==> config.mk <==
export PLATFORM = sky130hd
export DESIGN_NAME = onv_ctrl
export DESIGN_NICKNAME = d
export VERILOG_FILES = /design/src/rtl/core/onv_pkg.sv /design/src/rtl/core/onv_ctrl.sv
export VERILOG_INCLUDE_DIRS = /design/src /design/src/rtl/core
export SDC_FILE = /design/constraint.sdc
export NUM_CORES = 1
export LEC_CHECK = 0
export BUFFER_PORTS_ARGS = -buffer_cell sky130_fd_sc_hd__buf_2
export CORE_MARGIN = 1.5
export CORE_UTILIZATION = 37
export CTS_CLUSTER_DIAMETER = 120
export DETAILED_ROUTE_END_ITERATION = 10
export SLEW_MARGIN = 20
export SYNTH_ARGS = -nofsm -noshare
export SYNTH_HDL_FRONTEND = slang
export SYNTH_SLANG_ARGS = --single-unit
==> constraint.sdc <==
create_clock -name clk -period 3.4 [get_ports clk]
set_clock_uncertainty 0.2 [all_clocks]
set_input_delay 0.34 -clock clk [delete_from_list [all_inputs] [get_ports clk]]
set_output_delay 0.34 -clock clk [all_outputs]
set_load 0.005 [all_outputs]
==> src/rtl/core/assert_macros.svh <==
`ifndef ASSERT_MACROS_SVH
`define ASSERT_MACROS_SVH

// clocked check, off during reset
`define ONV_CHECK(lbl, prop, msg) \
  lbl: assert property (@(posedge clk) disable iff (rst) (prop)) else $error(msg);

// clocked check, also during reset
`define ONV_CHECK_ALWAYS(lbl, prop, msg) \
  lbl: assert property (@(posedge clk) (prop)) else $error(msg);

`endif

==> src/rtl/core/onv_pkg.sv <==
package onv_pkg;

  localparam int MAX_WIDTH   = 256;
  localparam int MAX_OCTAVES = 8;

  localparam int DIV_NUM_W = 40;
  localparam int DIV_DEN_W = 20;
  localparam int DIV_CNT_W = 6;

  localparam int OCT_W = $clog2(MAX_OCTAVES);

  localparam logic [1:0] REG_GRID_WIDTH   = 2'd0;
  localparam logic [1:0] REG_OCTAVE_COUNT = 2'd1;
  localparam logic [1:0] REG_INVERSE_BIAS = 2'd2;

  typedef enum logic [4:0] {
    OP_NONE, OP_WRITE, OP_START, OP_CAPMOD, OP_PDIV, OP_FDIV,
    OP_RD0, OP_RD1, OP_RD2, OP_RD3, OP_RD4,
    OP_MT, OP_LT, OP_MB, OP_LB, OP_MY, OP_LY,
    OP_MA, OP_ACC, OP_MW, OP_NW, OP_FIN, OP_OUT
  } dp_op_t;

  typedef struct packed {
    dp_op_t           op;
    logic [OCT_W-1:0] oct;
  } dp_cmd_t;

  typedef struct packed {
    logic div_busy;
    logic out_free;
  } dp_sts_t;

endpackage

==> src/rtl/core/onv_ctrl.sv <==
`include "assert_macros.svh"

module onv_ctrl
  import onv_pkg::*;
(
  input  logic       clk,
  input  logic       rst,
  input  logic       in_valid,
  input  logic       req_type,
  output logic       in_stall,
  input  logic [3:0] nq,
  input  dp_sts_t    sts,
  output dp_cmd_t    cmd
);

  typedef enum logic [24:0] {
    S_IDLE   = 25'h0000001,
    S_MODW   = 25'h0000002,
    S_CAPMOD = 25'h0000004,
    S_PDIV   = 25'h0000008,
    S_PDIVW  = 25'h0000010,
    S_FDIV   = 25'h0000020,
    S_FDIVW  = 25'h0000040,
    S_RD0    = 25'h0000080,
    S_RD1    = 25'h0000100,
    S_RD2    = 25'h0000200,
    S_RD3    = 25'h0000400,
    S_RD4    = 25'h0000800,
    S_MT     = 25'h0001000,
    S_LT     = 25'h0002000,
    S_MB     = 25'h0004000,
    S_LB     = 25'h0008000,
    S_MY     = 25'h0010000,
    S_LY     = 25'h0020000,
    S_MA     = 25'h0040000,
    S_ACC    = 25'h0080000,
    S_MW     = 25'h0100000,
    S_NW     = 25'h0200000,
    S_FIN    = 25'h0400000,
    S_FINW   = 25'h0800000,
    S_OUT    = 25'h1000000
  } state_t;

  state_t           state, state_next;
  logic [OCT_W-1:0] oct, oct_next;
  logic             last_oct;

  assign in_stall = (state != S_IDLE);
  assign last_oct = ({1'b0, oct} + 4'd1) >= nq;

  always_comb begin
    state_next = state;
    oct_next   = oct;
    cmd.op     = OP_NONE;
    cmd.oct    = oct;
    unique case (state)
      S_IDLE: begin
        if (in_valid) begin
          if (req_type) begin
            cmd.op     = OP_START;
            state_next = S_MODW;
          end else begin
            cmd.op = OP_WRITE;
          end
        end
      end
      S_MODW:   if (!sts.div_busy) state_next = S_CAPMOD;
      S_CAPMOD: begin
        cmd.op     = OP_CAPMOD;
        oct_next   = '0;
        state_next = S_PDIV;
      end
      S_PDIV: begin
        cmd.op     = OP_PDIV;
        state_next = S_PDIVW;
      end
      S_PDIVW:  if (!sts.div_busy) state_next = S_FDIV;
      S_FDIV: begin
        cmd.op     = OP_FDIV;
        state_next = S_FDIVW;
      end
      S_FDIVW:  if (!sts.div_busy) state_next = S_RD0;
      S_RD0: begin cmd.op = OP_RD0; state_next = S_RD1; end
      S_RD1: begin cmd.op = OP_RD1; state_next = S_RD2; end
      S_RD2: begin cmd.op = OP_RD2; state_next = S_RD3; end
      S_RD3: begin cmd.op = OP_RD3; state_next = S_RD4; end
      S_RD4: begin cmd.op = OP_RD4; state_next = S_MT;  end
      S_MT:  begin cmd.op = OP_MT;  state_next = S_LT;  end
      S_LT:  begin cmd.op = OP_LT;  state_next = S_MB;  end
      S_MB:  begin cmd.op = OP_MB;  state_next = S_LB;  end
      S_LB:  begin cmd.op = OP_LB;  state_next = S_MY;  end
      S_MY:  begin cmd.op = OP_MY;  state_next = S_LY;  end
      S_LY:  begin cmd.op = OP_LY;  state_next = S_MA;  end
      S_MA:  begin cmd.op = OP_MA;  state_next = S_ACC; end
      S_ACC: begin cmd.op = OP_ACC; state_next = S_MW;  end
      S_MW:  begin cmd.op = OP_MW;  state_next = S_NW;  end
      S_NW: begin
        cmd.op = OP_NW;
        if (last_oct) begin
          state_next = S_FIN;
        end else begin
          oct_next   = oct + 1'b1;
          state_next = S_PDIV;
        end
      end
      S_FIN: begin
        cmd.op     = OP_FIN;
        state_next = S_FINW;
      end
      S_FINW:   if (!sts.div_busy) state_next = S_OUT;
      S_OUT: begin
        if (sts.out_free) begin
          cmd.op     = OP_OUT;
          state_next = S_IDLE;
        end
      end
      default: state_next = S_IDLE;
    endcase
  end

  always_ff @(posedge clk) begin
    if (rst) begin
      state <= S_IDLE;
      oct   <= '0;
    end else begin
      state <= state_next;
      oct   <= oct_next;
    end
  end

  `ONV_CHECK(a_div_idle_on_start, (cmd.op == OP_PDIV || cmd.op == OP_FDIV || cmd.op == OP_FIN) |-> !sts.div_busy, "divider started while busy")
  `ONV_CHECK(a_out_slot_free, (cmd.op == OP_OUT) |-> sts.out_free, "result written over a waiting one")
  `ONV_CHECK(a_oct_in_range, (state == S_NW) |-> ({1'b0, oct} < nq), "octave index past octave count")

endmodule

# Yosys cells after proc, flatten, opt, wreduce, memory -nomap -nowiden
# Index checks and enable logic that the tools add are counted.
[op_classes]
addsub = 2
n_lt_le_gt_ge = 1
eq_ne = 34
n_mux = 15
n_reduce_logical = 3
[op_table]
columns = ["cell", "count"]
rows = [
  ["$pmux W25 S25", 1],
  ["$mux W25", 7],
  ["$pmux W5 S21", 1],
  ["$eq A25 B1 Y1 const B", 1],
  ["$eq A25 B10 Y1 const B", 1],
  ["$eq A25 B11 Y1 const B", 1],
  ["$eq A25 B12 Y1 const B", 1],
  ["$eq A25 B13 Y1 const B", 1],
  ["$eq A25 B14 Y1 const B", 1],
  ["$eq A25 B15 Y1 const B", 1],
  ["$eq A25 B16 Y1 const B", 1],
  ["$eq A25 B17 Y1 const B", 1],
  ["$eq A25 B18 Y1 const B", 1],
  ["$eq A25 B19 Y1 const B", 1],
  ["$eq A25 B2 Y1 const B", 1],
  ["$eq A25 B20 Y1 const B", 1],
  ["$eq A25 B21 Y1 const B", 1],
  ["$eq A25 B22 Y1 const B", 1],
  ["$eq A25 B23 Y1 const B", 1],
  ["$eq A25 B24 Y1 const B", 1],
  ["$eq A25 B25 Y1 const B", 1],
  ["$eq A25 B3 Y1 const B", 1],
  ["$eq A25 B4 Y1 const B", 1],
  ["$eq A25 B5 Y1 const B", 1],
  ["other kinds (17)", 25],
]
[totals]
register_bits = 28
in_bits = 10
elab_cells = 57

# Longest topological paths before layout
# Gate-level depths: netlist of the first run.
[depth]
depth_word = 4
depth_mapped = 9
ltp_nobuf = 7

# Least setup slack after synthesis of the first run
# OpenSTA, ideal clock, no wires.
[synth_timing]
path_kind = "flip-flop to output port"
from = "reg state[12]"
to = "out cmd[5] in the netlist's numbering"
arrival_time_ns = 1.904
slack_ns = 0.956
path_stages_with_launch = 8
n_path_buf = 1
cell_sequence = "dfxtp_1 buf_6 nor4_4 nand4_2 or3_1 o41a_1 nand4_1 or2_1"
[synth_rtl]
columns = ["element", "line", "source"]
rows = [
  ["start, declared", "onv_ctrl.sv:44", "state_t state, state_next;"],
  ["start signal, assigned", "onv_ctrl.sv:126", "state <= state_next;"],
  ["end, declared", "onv_ctrl.sv:13", "output dp_cmd_t cmd"],
]

==> metrics.txt, run 1 <==
# TYPE chip_impl_metric gauge
chip_impl_metric{name="timing.critical_path.arrival",unit="ps"} 2590
chip_impl_info{name="cts_root_buffer_type",value="clkbuf_8"} 1
chip_impl_metric{name="detailed_place_hpwl",unit="um"} 3520
chip_impl_metric{name="cts_sinks",unit=""} 28
chip_impl_metric{name="grt_util_met2",unit=""} 0.290
chip_impl_metric{name="boundaryPins",unit=""} 19
chip_impl_metric{name="clkPwrFrac",unit=""} 0.398
chip_impl_metric{name="n_antenna_cell",unit=""} 0
chip_impl_metric{name="number_of_cts_inserted_buffers",unit=""} 3
chip_impl_metric{name="timing.max_cap.violations",unit=""} 0
chip_impl_metric{name="setup-tns-final",unit="ps"} 0
chip_impl_metric{name="grt_pass1_vias",unit=""} 1524
chip_impl_metric{name="synth-xor-area-share",unit=""} 0.0346
chip_impl_metric{name="r2r.worst_path.cells",unit=""} 6
chip_impl_metric{name="comb_power_share",unit=""} 0.103
chip_impl_metric{name="die_y",unit="um"} 72.2
chip_impl_metric{name="flow.area_growth_from_synthesis",unit="%"} 11.4
chip_impl_info{name="synth-main-ff-cell",value="dfxtp_1"} 1
chip_impl_info{name="rsz0062_at_grt",value="no"} 1
chip_impl_info{name="outcome",value="finished, final reports clean"} 1
chip_impl_metric{name="drt-vias-per-instance",unit=""} 5.89
chip_impl_metric{name="placed_cells",unit=""} 279
chip_impl_metric{name="effective_utilization_at_floorplan",unit=""} 0.396
chip_impl_metric{name="path_max_fanout",unit=""} 8
chip_impl_metric{name="cellLeakagePower",unit="uW"} 0.000814
chip_impl_metric{name="internal_power",unit="uW"} 514
chip_impl_metric{name="stdcell_area",unit="sq mm"} 0.00197
chip_impl_metric{name="ys_ff_latch",unit=""} 28
chip_impl_metric{name="gate_count_post_synth",unit=""} 212
chip_impl_metric{name="synthesis.area",unit="sq mm"} 0.00177
chip_impl_metric{name="first_iter_violations",unit=""} 187
chip_impl_metric{name="design.die.area",unit="sq mm"} 0.00521
chip_impl_metric{name="dpl-instance-area",unit="sq mm"} 0.00190
chip_impl_metric{name="reg2reg_setup_slack",unit="ps"} 570
chip_impl_metric{name="grt_first_pass_wirelength",unit="um"} 7400
chip_impl_metric{name="postCtsSetupBuffers",unit=""} 0
chip_impl_info{name="worstSetupStartpointType",value="flip-flop"} 1
chip_impl_metric{name="timing.max_slew.rel_slack",unit=""} 0.590
chip_impl_info{name="netlist.top_cell.by_area",value="dfxtp_1"} 1
chip_impl_metric{name="power_switching",unit="uW"} 155
chip_impl_info{name="cp_cell_sequence",value="or4_4 -> nor4_4 -> nand3_1 -> nor3b_1 -> nor3_1 -> nand4_1 -> buf_2"} 1
chip_impl_metric{name="final_util",unit=""} 0.441
chip_impl_metric{name="wire_per_inst",unit="um"} 15.6
chip_impl_metric{name="flop_pwr_share",unit=""} 0.499
chip_impl_metric{name="vdd_drop_max",unit="mV"} 0.185
chip_impl_metric{name="met3_usage",unit=""} 0.0292
chip_impl_metric{name="die_w",unit="um"} 72.2
chip_impl_metric{name="fraction_of_layout_cells_with_a_size_suffix_above_1",unit=""} 0.177
chip_impl_metric{name="post_cts_resized",unit=""} 0
chip_impl_metric{name="finalCritPeriodShare",unit=""} 0.922
chip_impl_metric{name="totalPowerFinal",unit="uW"} 668
chip_impl_metric{name="grt_antenna_before_repair",unit=""} 0
chip_impl_metric{name="worst_path_largest_cell_delay",unit="ps"} 600
chip_impl_metric{name="largest_net_degree_at_the_start_of_global_routing",unit=""} 17
chip_impl_metric{name="drt-pass1-iter-count",unit=""} 5
chip_impl_metric{name="layoutNonFillerInstCount",unit=""} 283
chip_impl_info{name="crit_path_end_kind",value="output port"} 1
chip_impl_metric{name="clkLatencyLatePin",unit="ps"} 280
chip_impl_metric{name="synth_simple_gate_area_frac",unit=""} 0.434
chip_impl_metric{name="syn-mean-instance-area",unit="sq um"} 8.36
chip_impl_metric{name="syn-num-nets",unit=""} 227
chip_impl_metric{name="synth_seq_area_share",unit=""} 0.316
chip_impl_info{name="leading_post_synthesis_cells_by_cell_area",value="dfxtp_1, nor3_1, nand3_1, nor4_1, nor2_1"} 1
chip_impl_metric{name="antenna_violating_nets_post_route",unit=""} 0
chip_impl_metric{name="place.gp.congestion",unit=""} 0.969
chip_impl_info{name="standard_cell_with_the_maximum_stage_delay_on_the_critical_path",value="or4_4"} 1
chip_impl_info{name="min-delay-path-class",value="in -> reg"} 1
chip_impl_metric{name="synth-adder-area-share",unit=""} 0.0353
chip_impl_metric{name="async_reset_ff_frac",unit=""} 0
chip_impl_metric{name="core.rowCount",unit=""} 24
chip_impl_metric{name="powerDensity",unit="mW/mm^2"} 338
chip_impl_info{name="synth_top_family_by_area",value="simple AND/OR/NAND/NOR gates"} 1
chip_impl_metric{name="gr-usage-all-layers",unit=""} 0.183
chip_impl_info{name="rr_startpoint",value="state[12]$_SDFFE_PP0P_"} 1
chip_impl_metric{name="port_buffers",unit=""} 18
chip_impl_metric{name="setup-violations-final",unit=""} 0
chip_impl_info{name="end_of_the_critical_path",value="cmd[3]"} 1
chip_impl_metric{name="synth_largest_type_area_fraction",unit=""} 0.316
chip_impl_metric{name="totalWireLength",unit="um"} 4420
chip_impl_metric{name="clockBufferDepth",unit=""} 2
chip_impl_metric{name="post_layout_minimum_cycle_time",unit="ps"} 3130
chip_impl_info{name="worstReg2RegEnd",value="state[16]$_SDFFE_PP0P_"} 1
chip_impl_metric{name="finalHoldViolCount",unit=""} 0
chip_impl_metric{name="layout.nets",unit=""} 247
chip_impl_metric{name="achievable-frequency",unit="GHz"} 0.319
chip_impl_metric{name="cts.htree.levels",unit=""} 1
chip_impl_metric{name="synth_edf_count",unit=""} 0
chip_impl_metric{name="yosys.cell_types.count",unit=""} 50
chip_impl_info{name="critical_path_class",value="reg -> out"} 1
chip_impl_metric{name="worst_margin_pin_slew",unit="ps"} 599
chip_impl_metric{name="worst-endpoint-required",unit="ps"} 2860
chip_impl_info{name="gr-max-usage-layer",value="met2"} 1
chip_impl_metric{name="number_of_synthesis_warnings",unit=""} 0
chip_impl_metric{name="route.vias.total",unit=""} 1667
chip_impl_metric{name="post_cts_hold_buffer_count",unit=""} 0
chip_impl_metric{name="max_slew_violation_count",unit=""} 0
chip_impl_metric{name="grtUsageMet1",unit=""} 0.265
chip_impl_info{name="clock_tree_from_tritoncts",value="built"} 1
chip_impl_metric{name="core_area",unit="sq mm"} 0.00447
chip_impl_metric{name="worst_setup_hold_path_clk_slew",unit="ps"} 100
chip_impl_info{name="worstSetupStartpoint",value="state[12]$_SDFFE_PP0P_"} 1
chip_impl_metric{name="synth_compound_gate_area_share",unit=""} 0.123
chip_impl_metric{name="power.switching_fraction",unit=""} 0.231
chip_impl_metric{name="globalRouteOverflowTotal",unit=""} 0
chip_impl_metric{name="yosys-mux-area-fraction",unit=""} 0.00636
chip_impl_metric{name="drc",unit=""} 0
per-stage QoR:
stage,hold WS [ps],worst slack (ps)
CTS,56.3,224
detailed placement,303,557
floorplan,216,956
global placement,304,508
finish,56.6,266
global route,56.1,52.6
state kept, by name (all words and copies together) (netlist names):
name	flops
state	25
oct	3
worst max-delay path, delay by kind of cell (launching register included):
family	cells	cell delay, ps
buf+inv	1	110
flops	1	410
simple gates	6	1790
worst min path at each step:
| stage | start | to | slack [ps] | depth (start not counted) |
|---|---|---|---|---|
| 2_1_floorplan | sts[1] | state[2]$_SDFFE_PP0P_ | 220 | 1 |
| 3_3_place_gp | state[9]$_SDFFE_PP0P_ | state[10]$_SDFFE_PP0P_ | 300 | 2 |
| 3_5_place_dp | state[9]$_SDFFE_PP0P_ | state[10]$_SDFFE_PP0P_ | 300 | 2 |
| 4_1_cts | sts[1] | state[2]$_SDFFE_PP0P_ | 60 | 2 |
| 5_1_grt | sts[1] | state[2]$_SDFFE_PP0P_ | 60 | 2 |
| 6_report | sts[1] | state[2]$_SDFFE_PP0P_ | 60 | 2 |
logic make-up (layout without fill, tap and decap cells):
kind of cell	count (synthesis)	in the layout
multiplexers	1	1
AND/OR/NAND/NOR	123	123
buffers and inverters	16	35
XOR/XNOR	7	7
AO/OA/AOI/OAI	32	32
adder cells (fa/ha/maj)	5	5
flip-flops	28	28
area by class of cell:
cell class | count | area, sq um
Clock buffer | 3 | 41.3
Clock inverter | 1 | 30.0
Fill cell | 438 | 2500
Inverter | 10 | 37.5
Multi-Input combinational cell | 168 | 1130
Sequential cell | 28 | 561
Tap cell | 52 | 65.1
Timing Repair Buffer | 21 | 113
Yosys cell counts, types with 6 or more instances:
cell type / n
dfxtp_1: 28
nor2_1: 17
nor3_1: 17
nand3_1: 15
nor4_1: 11
nand2_1: 10
inv_1: 9
o21ai_0: 9
a21oi_1: 7
nand2b_1: 7
nor3b_1: 6
routing by layer:
metal	vias to the layer above	share of wire
met5	-	0
li1	843	-
met3	8	0.064
met2	62	0.45
met4	0	0.0095
met1	754	0.48
cells in the final DEF, fill, tap and decap left out, types with 9 or more instances in the layout:
master   Yosys  layout
inv_1        9       9
nand3_1     15      15
nand2_1     10      10
nor2_1      17      17
dfxtp_1     28      28
o21ai_0      9       9
nor4_1      11      11
nor3_1      17      16
buf_2        2      18
power by group through the flow:
stage	Combinational, uW	Clock [uW]	Sequential, uW
2_1_floorplan	52.6	0	340
3_3_place_gp	68.9	0	340
3_5_place_dp	68.4	0	341
4_1_cts	68.6	274	333
5_1_grt	77.8	284	334
6_report	68.9	266	333
(Power assumes the default switching activity.)
==> run 2: changes to the inputs <==
HOLD_SLACK_MARGIN = 0.08   (was default)
SETUP_SLACK_MARGIN = 0.4   (was default)
==> metrics.txt, run 2 (synthesized netlist as in run 1, its figures left out) <==
# TYPE chip_impl_metric gauge
chip_impl_info{name="outcome",value="finished, final reports clean"} 1
chip_impl_metric{name="timing.max_slew.rel_slack",unit=""} 0.588
chip_impl_metric{name="largest_net_degree_at_the_start_of_global_routing",unit=""} 17
chip_impl_metric{name="setup-tns-final",unit="ps"} 0
chip_impl_metric{name="grt_first_pass_wirelength",unit="um"} 7610
chip_impl_metric{name="core_area",unit="sq mm"} 0.00447
chip_impl_metric{name="number_of_cts_inserted_buffers",unit=""} 3
chip_impl_metric{name="cts_sinks",unit=""} 28
chip_impl_metric{name="design.die.area",unit="sq mm"} 0.00521
chip_impl_info{name="regMostFlops",value="state"} 1
chip_impl_metric{name="cts.htree.levels",unit=""} 1
chip_impl_metric{name="clkLatencyLatePin",unit="ps"} 280
chip_impl_metric{name="grt_antenna_before_repair",unit=""} 0
chip_impl_metric{name="path_max_fanout",unit=""} 6
chip_impl_metric{name="die_y",unit="um"} 72.2
chip_impl_metric{name="worst-endpoint-required",unit="ps"} 2860
chip_impl_metric{name="n_antenna_cell",unit=""} 0
chip_impl_metric{name="setup-violations-final",unit=""} 0
chip_impl_metric{name="globalRouteOverflowTotal",unit=""} 0
chip_impl_info{name="reg.largest.list",value="state (25), oct (3)"} 1
chip_impl_metric{name="drt-pass1-iter-count",unit=""} 5
chip_impl_info{name="mostFrequentLayoutCells",value="dfxtp_1, buf_2, nor2_1, nand3_1, nor3_1"} 1
chip_impl_metric{name="clockBufferDepth",unit=""} 2
chip_impl_metric{name="drt-vias-per-instance",unit=""} 5.95
chip_impl_metric{name="core.rowCount",unit=""} 24
chip_impl_metric{name="antenna_violating_nets_post_route",unit=""} 0
chip_impl_info{name="critical_path_class",value="reg -> out"} 1
chip_impl_metric{name="totalWireLength",unit="um"} 4640
chip_impl_metric{name="place.gp.congestion",unit=""} 0.969
chip_impl_metric{name="achievable-frequency",unit="GHz"} 0.344
chip_impl_info{name="cts_root_buffer_type",value="clkbuf_8"} 1
chip_impl_metric{name="worst_margin_pin_slew",unit="ps"} 609
chip_impl_metric{name="max_slew_violation_count",unit=""} 0
chip_impl_metric{name="timing.max_cap.violations",unit=""} 0
chip_impl_metric{name="drc",unit=""} 0
chip_impl_metric{name="totalPowerFinal",unit="uW"} 680
chip_impl_metric{name="die_w",unit="um"} 72.2
chip_impl_metric{name="route.vias.total",unit=""} 1726
chip_impl_metric{name="gr-usage-all-layers",unit=""} 0.187
chip_impl_metric{name="worst_setup_hold_path_clk_slew",unit="ps"} 100
chip_impl_info{name="worstSetupStartpointType",value="flip-flop"} 1
chip_impl_metric{name="fraction_of_layout_cells_with_a_size_suffix_above_1",unit=""} 0.273
chip_impl_metric{name="effective_utilization_at_floorplan",unit=""} 0.396
chip_impl_metric{name="post_layout_minimum_cycle_time",unit="ps"} 2910
chip_impl_metric{name="grt_pass1_vias",unit=""} 1556
chip_impl_info{name="min-delay-path-class",value="in -> reg"} 1
chip_impl_metric{name="powerDensity",unit="mW/mm^2"} 319
chip_impl_metric{name="first_iter_violations",unit=""} 154
chip_impl_metric{name="layout.nets",unit=""} 254
chip_impl_metric{name="largest_reg_flops",unit=""} 25
chip_impl_info{name="crit_path_end_kind",value="output port"} 1
chip_impl_metric{name="timing.critical_path.arrival",unit="ps"} 2370
chip_impl_metric{name="vdd_drop_max",unit="mV"} 0.156
chip_impl_metric{name="port_buffers",unit=""} 18
chip_impl_info{name="layout_commonest_cell",value="dfxtp_1"} 1
chip_impl_metric{name="wire_per_inst",unit="um"} 16.0
chip_impl_metric{name="flow.area_growth_from_synthesis",unit="%"} 20.3
chip_impl_metric{name="detailed_place_hpwl",unit="um"} 3520
chip_impl_metric{name="boundaryPins",unit=""} 19
chip_impl_metric{name="finalCritPeriodShare",unit=""} 0.855
chip_impl_metric{name="cellLeakagePower",unit="uW"} 0.000877
chip_impl_info{name="clock_tree_from_tritoncts",value="built"} 1
chip_impl_metric{name="finalHoldViolCount",unit=""} 0
chip_impl_info{name="rsz0062_at_grt",value="no"} 1
run 2: cell count changes in the layout (fill, tap and decap cells not counted), sizes merged:
cell	change
buf	+6
dlygate4sd3	+1
run 2: worst paths after layout:
path | startpoint | end | slack (ps) | depth (start not counted)
setup / recovery | state[0]$_SDFFE_PP1P_ | cmd[5] | 490 | 6
hold / removal | rst | state[1]$_SDFFE_PP0P_ | 140 | 2
setup reg to reg | state[12]$_SDFFE_PP0P_ | state[5]$_SDFFE_PP0P_ | 660 | 7
hold reg to reg | state[13]$_SDFFE_PP0P_ | state[14]$_SDFFE_PP0P_ | 330 | 2
run 2: routing by layer:
layer  track usage  vias up  routed length (um)  share of wire
met5             0        -                   0              0
met4        0.0273        0                  74          0.016
met3        0.0292       12                 194          0.042
met2         0.298       57                2110           0.46
met1         0.272      799                2260           0.49
li1              -      858                   -              -
run 2: power breakdown:
group | total, uW | leakage (uW) | switching [uW] | internal (uW)
clock network | 266 | 0.0000357 | 109 | 158
registers | 333 | 0.000228 | 3.69 | 330
logic | 80.4 | 0.000613 | 46.2 | 34.2
run 2: critical path, stage by stage (launching register included):
cell and delay [ps]:
dfxtp_2 360, or4_4 570, or3_4 430, o41a_1 370, nand4_1 130, or2_1 120
buf_2 100
run 2: cell type report:
| cell class | count | area, sq um |
|---|---|---|
| Fill cell | 428 | 2340 |
| Multi-Input combinational cell | 168 | 1220 |
| Sequential cell | 28 | 571 |
| Timing Repair Buffer | 28 | 168 |
| Tap cell | 52 | 65.1 |
| Clock buffer | 3 | 41.3 |
| Inverter | 10 | 37.5 |
| Clock inverter | 1 | 30.0 |
run 2: per-stage QoR:
stage	setup slack (ps)	utilization	hold WS [ps]	std cells	area (sq um)
2_1_floorplan	956	-	216	212	1770
3_3_place_gp	508	0.424	304	279	1900
3_5_place_dp	557	0.424	303	279	1900
4_1_cts	404	0.452	139	286	2020
5_1_grt	379	0.476	164	290	2130
6_report	491	0.476	142	290	2130
run 2: timing repair:
action,in CTS,in global routing
pin swaps,3,4
setup buffers,2,4
resized for setup,6,19
endpoints found under the setup margin,2,5
hold buffers,1,0
hold endpoints to repair,1,0
==> run 3: changes to the inputs <==
BUFFER_PORTS_ARGS = default   (was -buffer_cell sky130_fd_sc_hd__buf_2)
DONT_BUFFER_PORTS = 1   (was default)
==> metrics.txt, run 3 (synthesized netlist as in run 1, its figures left out) <==
# TYPE chip_impl_metric gauge
chip_impl_info{name="outcome",value="finished, final reports clean"} 1
chip_impl_info{name="path_delay_family",value="simple AND/OR/NAND/NOR gates"} 1
chip_impl_metric{name="grt_antenna_before_repair",unit=""} 0
chip_impl_metric{name="path_max_fanout",unit=""} 11
chip_impl_info{name="min-delay-path-class",value="in -> reg"} 1
chip_impl_metric{name="drt-vias-per-instance",unit=""} 6.27
chip_impl_metric{name="layout.nets",unit=""} 233
chip_impl_metric{name="detailedPlace.worstSlack",unit="ps"} 535
chip_impl_metric{name="power.switching_fraction",unit=""} 0.233
chip_impl_metric{name="first_iter_violations",unit=""} 145
chip_impl_metric{name="largest_net_degree_at_the_start_of_global_routing",unit=""} 17
chip_impl_metric{name="port_buffers",unit=""} 0
chip_impl_metric{name="die_y",unit="um"} 72.2
chip_impl_metric{name="achievable-frequency",unit="GHz"} 0.345
chip_impl_info{name="clock_tree_from_tritoncts",value="built"} 1
chip_impl_info{name="mostFrequentLayoutCells",value="dfxtp_1, nor2_1, nand3_1, nor3_1, nand2_1"} 1
chip_impl_metric{name="finalHoldViolCount",unit=""} 0
chip_impl_metric{name="worst_margin_pin_slew",unit="ps"} 658
chip_impl_metric{name="stdcell_area",unit="sq mm"} 0.00202
chip_impl_info{name="regMostFlops",value="state"} 1
chip_impl_info{name="critical_path_class",value="reg -> out"} 1
chip_impl_metric{name="cts_sinks",unit=""} 28
chip_impl_info{name="rsz0062_at_grt",value="no"} 1
chip_impl_metric{name="clkLatencyLatePin",unit="ps"} 280
chip_impl_metric{name="route.vias.total",unit=""} 1687
chip_impl_metric{name="clkPwrFrac",unit=""} 0.398
chip_impl_metric{name="comb_power_share",unit=""} 0.104
chip_impl_metric{name="place.gp.congestion",unit=""} 1.02
chip_impl_metric{name="largest_reg_flops",unit=""} 25
chip_impl_metric{name="core_area",unit="sq mm"} 0.00447
chip_impl_metric{name="number_of_cts_inserted_buffers",unit=""} 3
chip_impl_metric{name="drt-pass1-iter-count",unit=""} 5
chip_impl_metric{name="final.hold.worst_slack",unit="ps"} 98.2
chip_impl_metric{name="finalCritPeriodShare",unit=""} 0.853
chip_impl_metric{name="internal_power",unit="uW"} 513
chip_impl_metric{name="globalRouteOverflowTotal",unit=""} 0
chip_impl_info{name="worstSetupStartpointType",value="flip-flop"} 1
chip_impl_info{name="standard_cell_with_the_maximum_stage_delay_on_the_critical_path",value="or3_4"} 1
chip_impl_metric{name="post_layout_minimum_cycle_time",unit="ps"} 2900
chip_impl_metric{name="power_switching",unit="uW"} 156
chip_impl_metric{name="setup-violations-final",unit=""} 0
chip_impl_metric{name="cts.htree.levels",unit=""} 1
chip_impl_metric{name="worst_setup_hold_path_clk_slew",unit="ps"} 100
chip_impl_metric{name="fraction_of_layout_cells_with_a_size_suffix_above_1",unit=""} 0.180
chip_impl_metric{name="design.die.area",unit="sq mm"} 0.00521
chip_impl_metric{name="layoutNonFillerInstCount",unit=""} 269
chip_impl_metric{name="totalWireLength",unit="um"} 4630
chip_impl_metric{name="dpl-instance-area",unit="sq mm"} 0.00181
chip_impl_metric{name="worst_path_largest_cell_delay",unit="ps"} 440
chip_impl_info{name="cts_root_buffer_type",value="clkbuf_8"} 1
chip_impl_metric{name="wire_per_inst",unit="um"} 17.2
chip_impl_metric{name="core.rowCount",unit=""} 24
chip_impl_metric{name="drc",unit=""} 0
chip_impl_metric{name="grt_pass1_vias",unit=""} 1510
chip_impl_metric{name="effective_utilization_at_floorplan",unit=""} 0.396
chip_impl_metric{name="n_antenna_cell",unit=""} 0
chip_impl_metric{name="clockBufferDepth",unit=""} 2
chip_impl_metric{name="cellLeakagePower",unit="uW"} 0.000780
chip_impl_metric{name="die_w",unit="um"} 72.2
chip_impl_metric{name="timing.critical_path.arrival",unit="ps"} 2360
chip_impl_metric{name="placed_cells",unit=""} 261
chip_impl_metric{name="flow.area_growth_from_synthesis",unit="%"} 13.9
chip_impl_metric{name="powerDensity",unit="mW/mm^2"} 331
chip_impl_metric{name="max_slew_violation_count",unit=""} 0
chip_impl_info{name="layout_commonest_cell",value="dfxtp_1"} 1
chip_impl_metric{name="crit_buf_inv",unit=""} 0
chip_impl_info{name="reg.largest.list",value="state (25), oct (3)"} 1
chip_impl_info{name="crit_path_end_kind",value="output port"} 1
chip_impl_metric{name="setup-tns-final",unit="ps"} 0
chip_impl_metric{name="timing.final.ws_setup",unit="ps"} 500
chip_impl_metric{name="timing.max_slew.rel_slack",unit=""} 0.550
chip_impl_metric{name="antenna_violating_nets_post_route",unit=""} 0
chip_impl_metric{name="worst-endpoint-required",unit="ps"} 2860
chip_impl_metric{name="boundaryPins",unit=""} 19
chip_impl_metric{name="timing.max_cap.violations",unit=""} 0
chip_impl_metric{name="vdd_drop_max",unit="mV"} 0.321
chip_impl_info{name="cp_cell_sequence",value="nor4_4 -> nand4_2 -> or3_4 -> o41a_1 -> nand4_1 -> or2_1"} 1
chip_impl_metric{name="grt_first_pass_wirelength",unit="um"} 7450
chip_impl_metric{name="detailed_place_hpwl",unit="um"} 3460
chip_impl_metric{name="gr-usage-all-layers",unit=""} 0.184
chip_impl_metric{name="flop_pwr_share",unit=""} 0.498
==> run 3: changes by cell type in the layout (fill, tap and decap cells not counted), moves of 2 or more <==
cell	before	now
buf_2	18	0
buf_4	9	5
dfxtp_1	22	24
dfxtp_2	5	3
==> run 3: layer usage <==
layer	GRT usage	vias up	part of all wire	wire [um]
met5	0	-	0	0
met3	0.0431	16	0.065	299
li1	-	815	-	-
met1	0.259	787	0.47	2170
met2	0.286	69	0.44	2060
met4	0.0440	0	0.022	104
==> run 3: worst paths after layout <==
kind                            end              startpoint  cells after the start  slack, ps
max                          cmd[5]  state[15]$_SDFFE_PP0P_                      6        500
min             oct[2]$_SDFFE_PP0P_                     rst                      2        100
max reg2reg  state[21]$_SDFFE_PP0P_  state[15]$_SDFFE_PP0P_                      7        600
min reg2reg  state[10]$_SDFFE_PP0P_   state[9]$_SDFFE_PP0P_                      2        330
==> run 3: worst reg2reg max path, cell delays in order (launching register included) <==
cell and delay (ps):
dfxtp_4 400, nor4_4 390, nand4_2 180, buf_4 200, nor4_1 400, o31a_2 280
or2_1 500, nor2_1 110
==> run 3: what timing repair did <==
item,in CTS,in global routing
endpoints found under the hold margin,8,0
resized for setup,3,18
hold buffers,2,0
pin swaps,0,5
setup buffers,0,2
endpoints found under the setup margin,1,4
==> run 3: layout make-up <==
| cell class | count | area [sq um] |
|---|---|---|
| inverters | 10 | 37.5 |
| well taps | 52 | 65.1 |
| clock inverters | 1 | 30.0 |
| flip-flops and latches | 28 | 568 |
| clock buffers | 3 | 41.3 |
| multi-input cells | 168 | 1220 |
| repair buffers | 7 | 57.6 |
| fillers | 425 | 2460 |
==> run 3: power groups by stage <==
stage	sequential (uW)	clock, uW	combinational, uW
finish	333	266	69.7
global route	333	287	76.6
CTS	333	274	63.8
detailed placement	340	0	58.8
global placement	341	0	58.8
floorplan	340	0	52.6
==> run 3: metrics by stage <==
step,total power [uW],util
2_1_floorplan,392,-
3_3_place_gp,399,0.404
3_5_place_dp,399,0.404
4_1_cts,671,0.428
5_1_grt,697,0.451
6_report,668,0.451
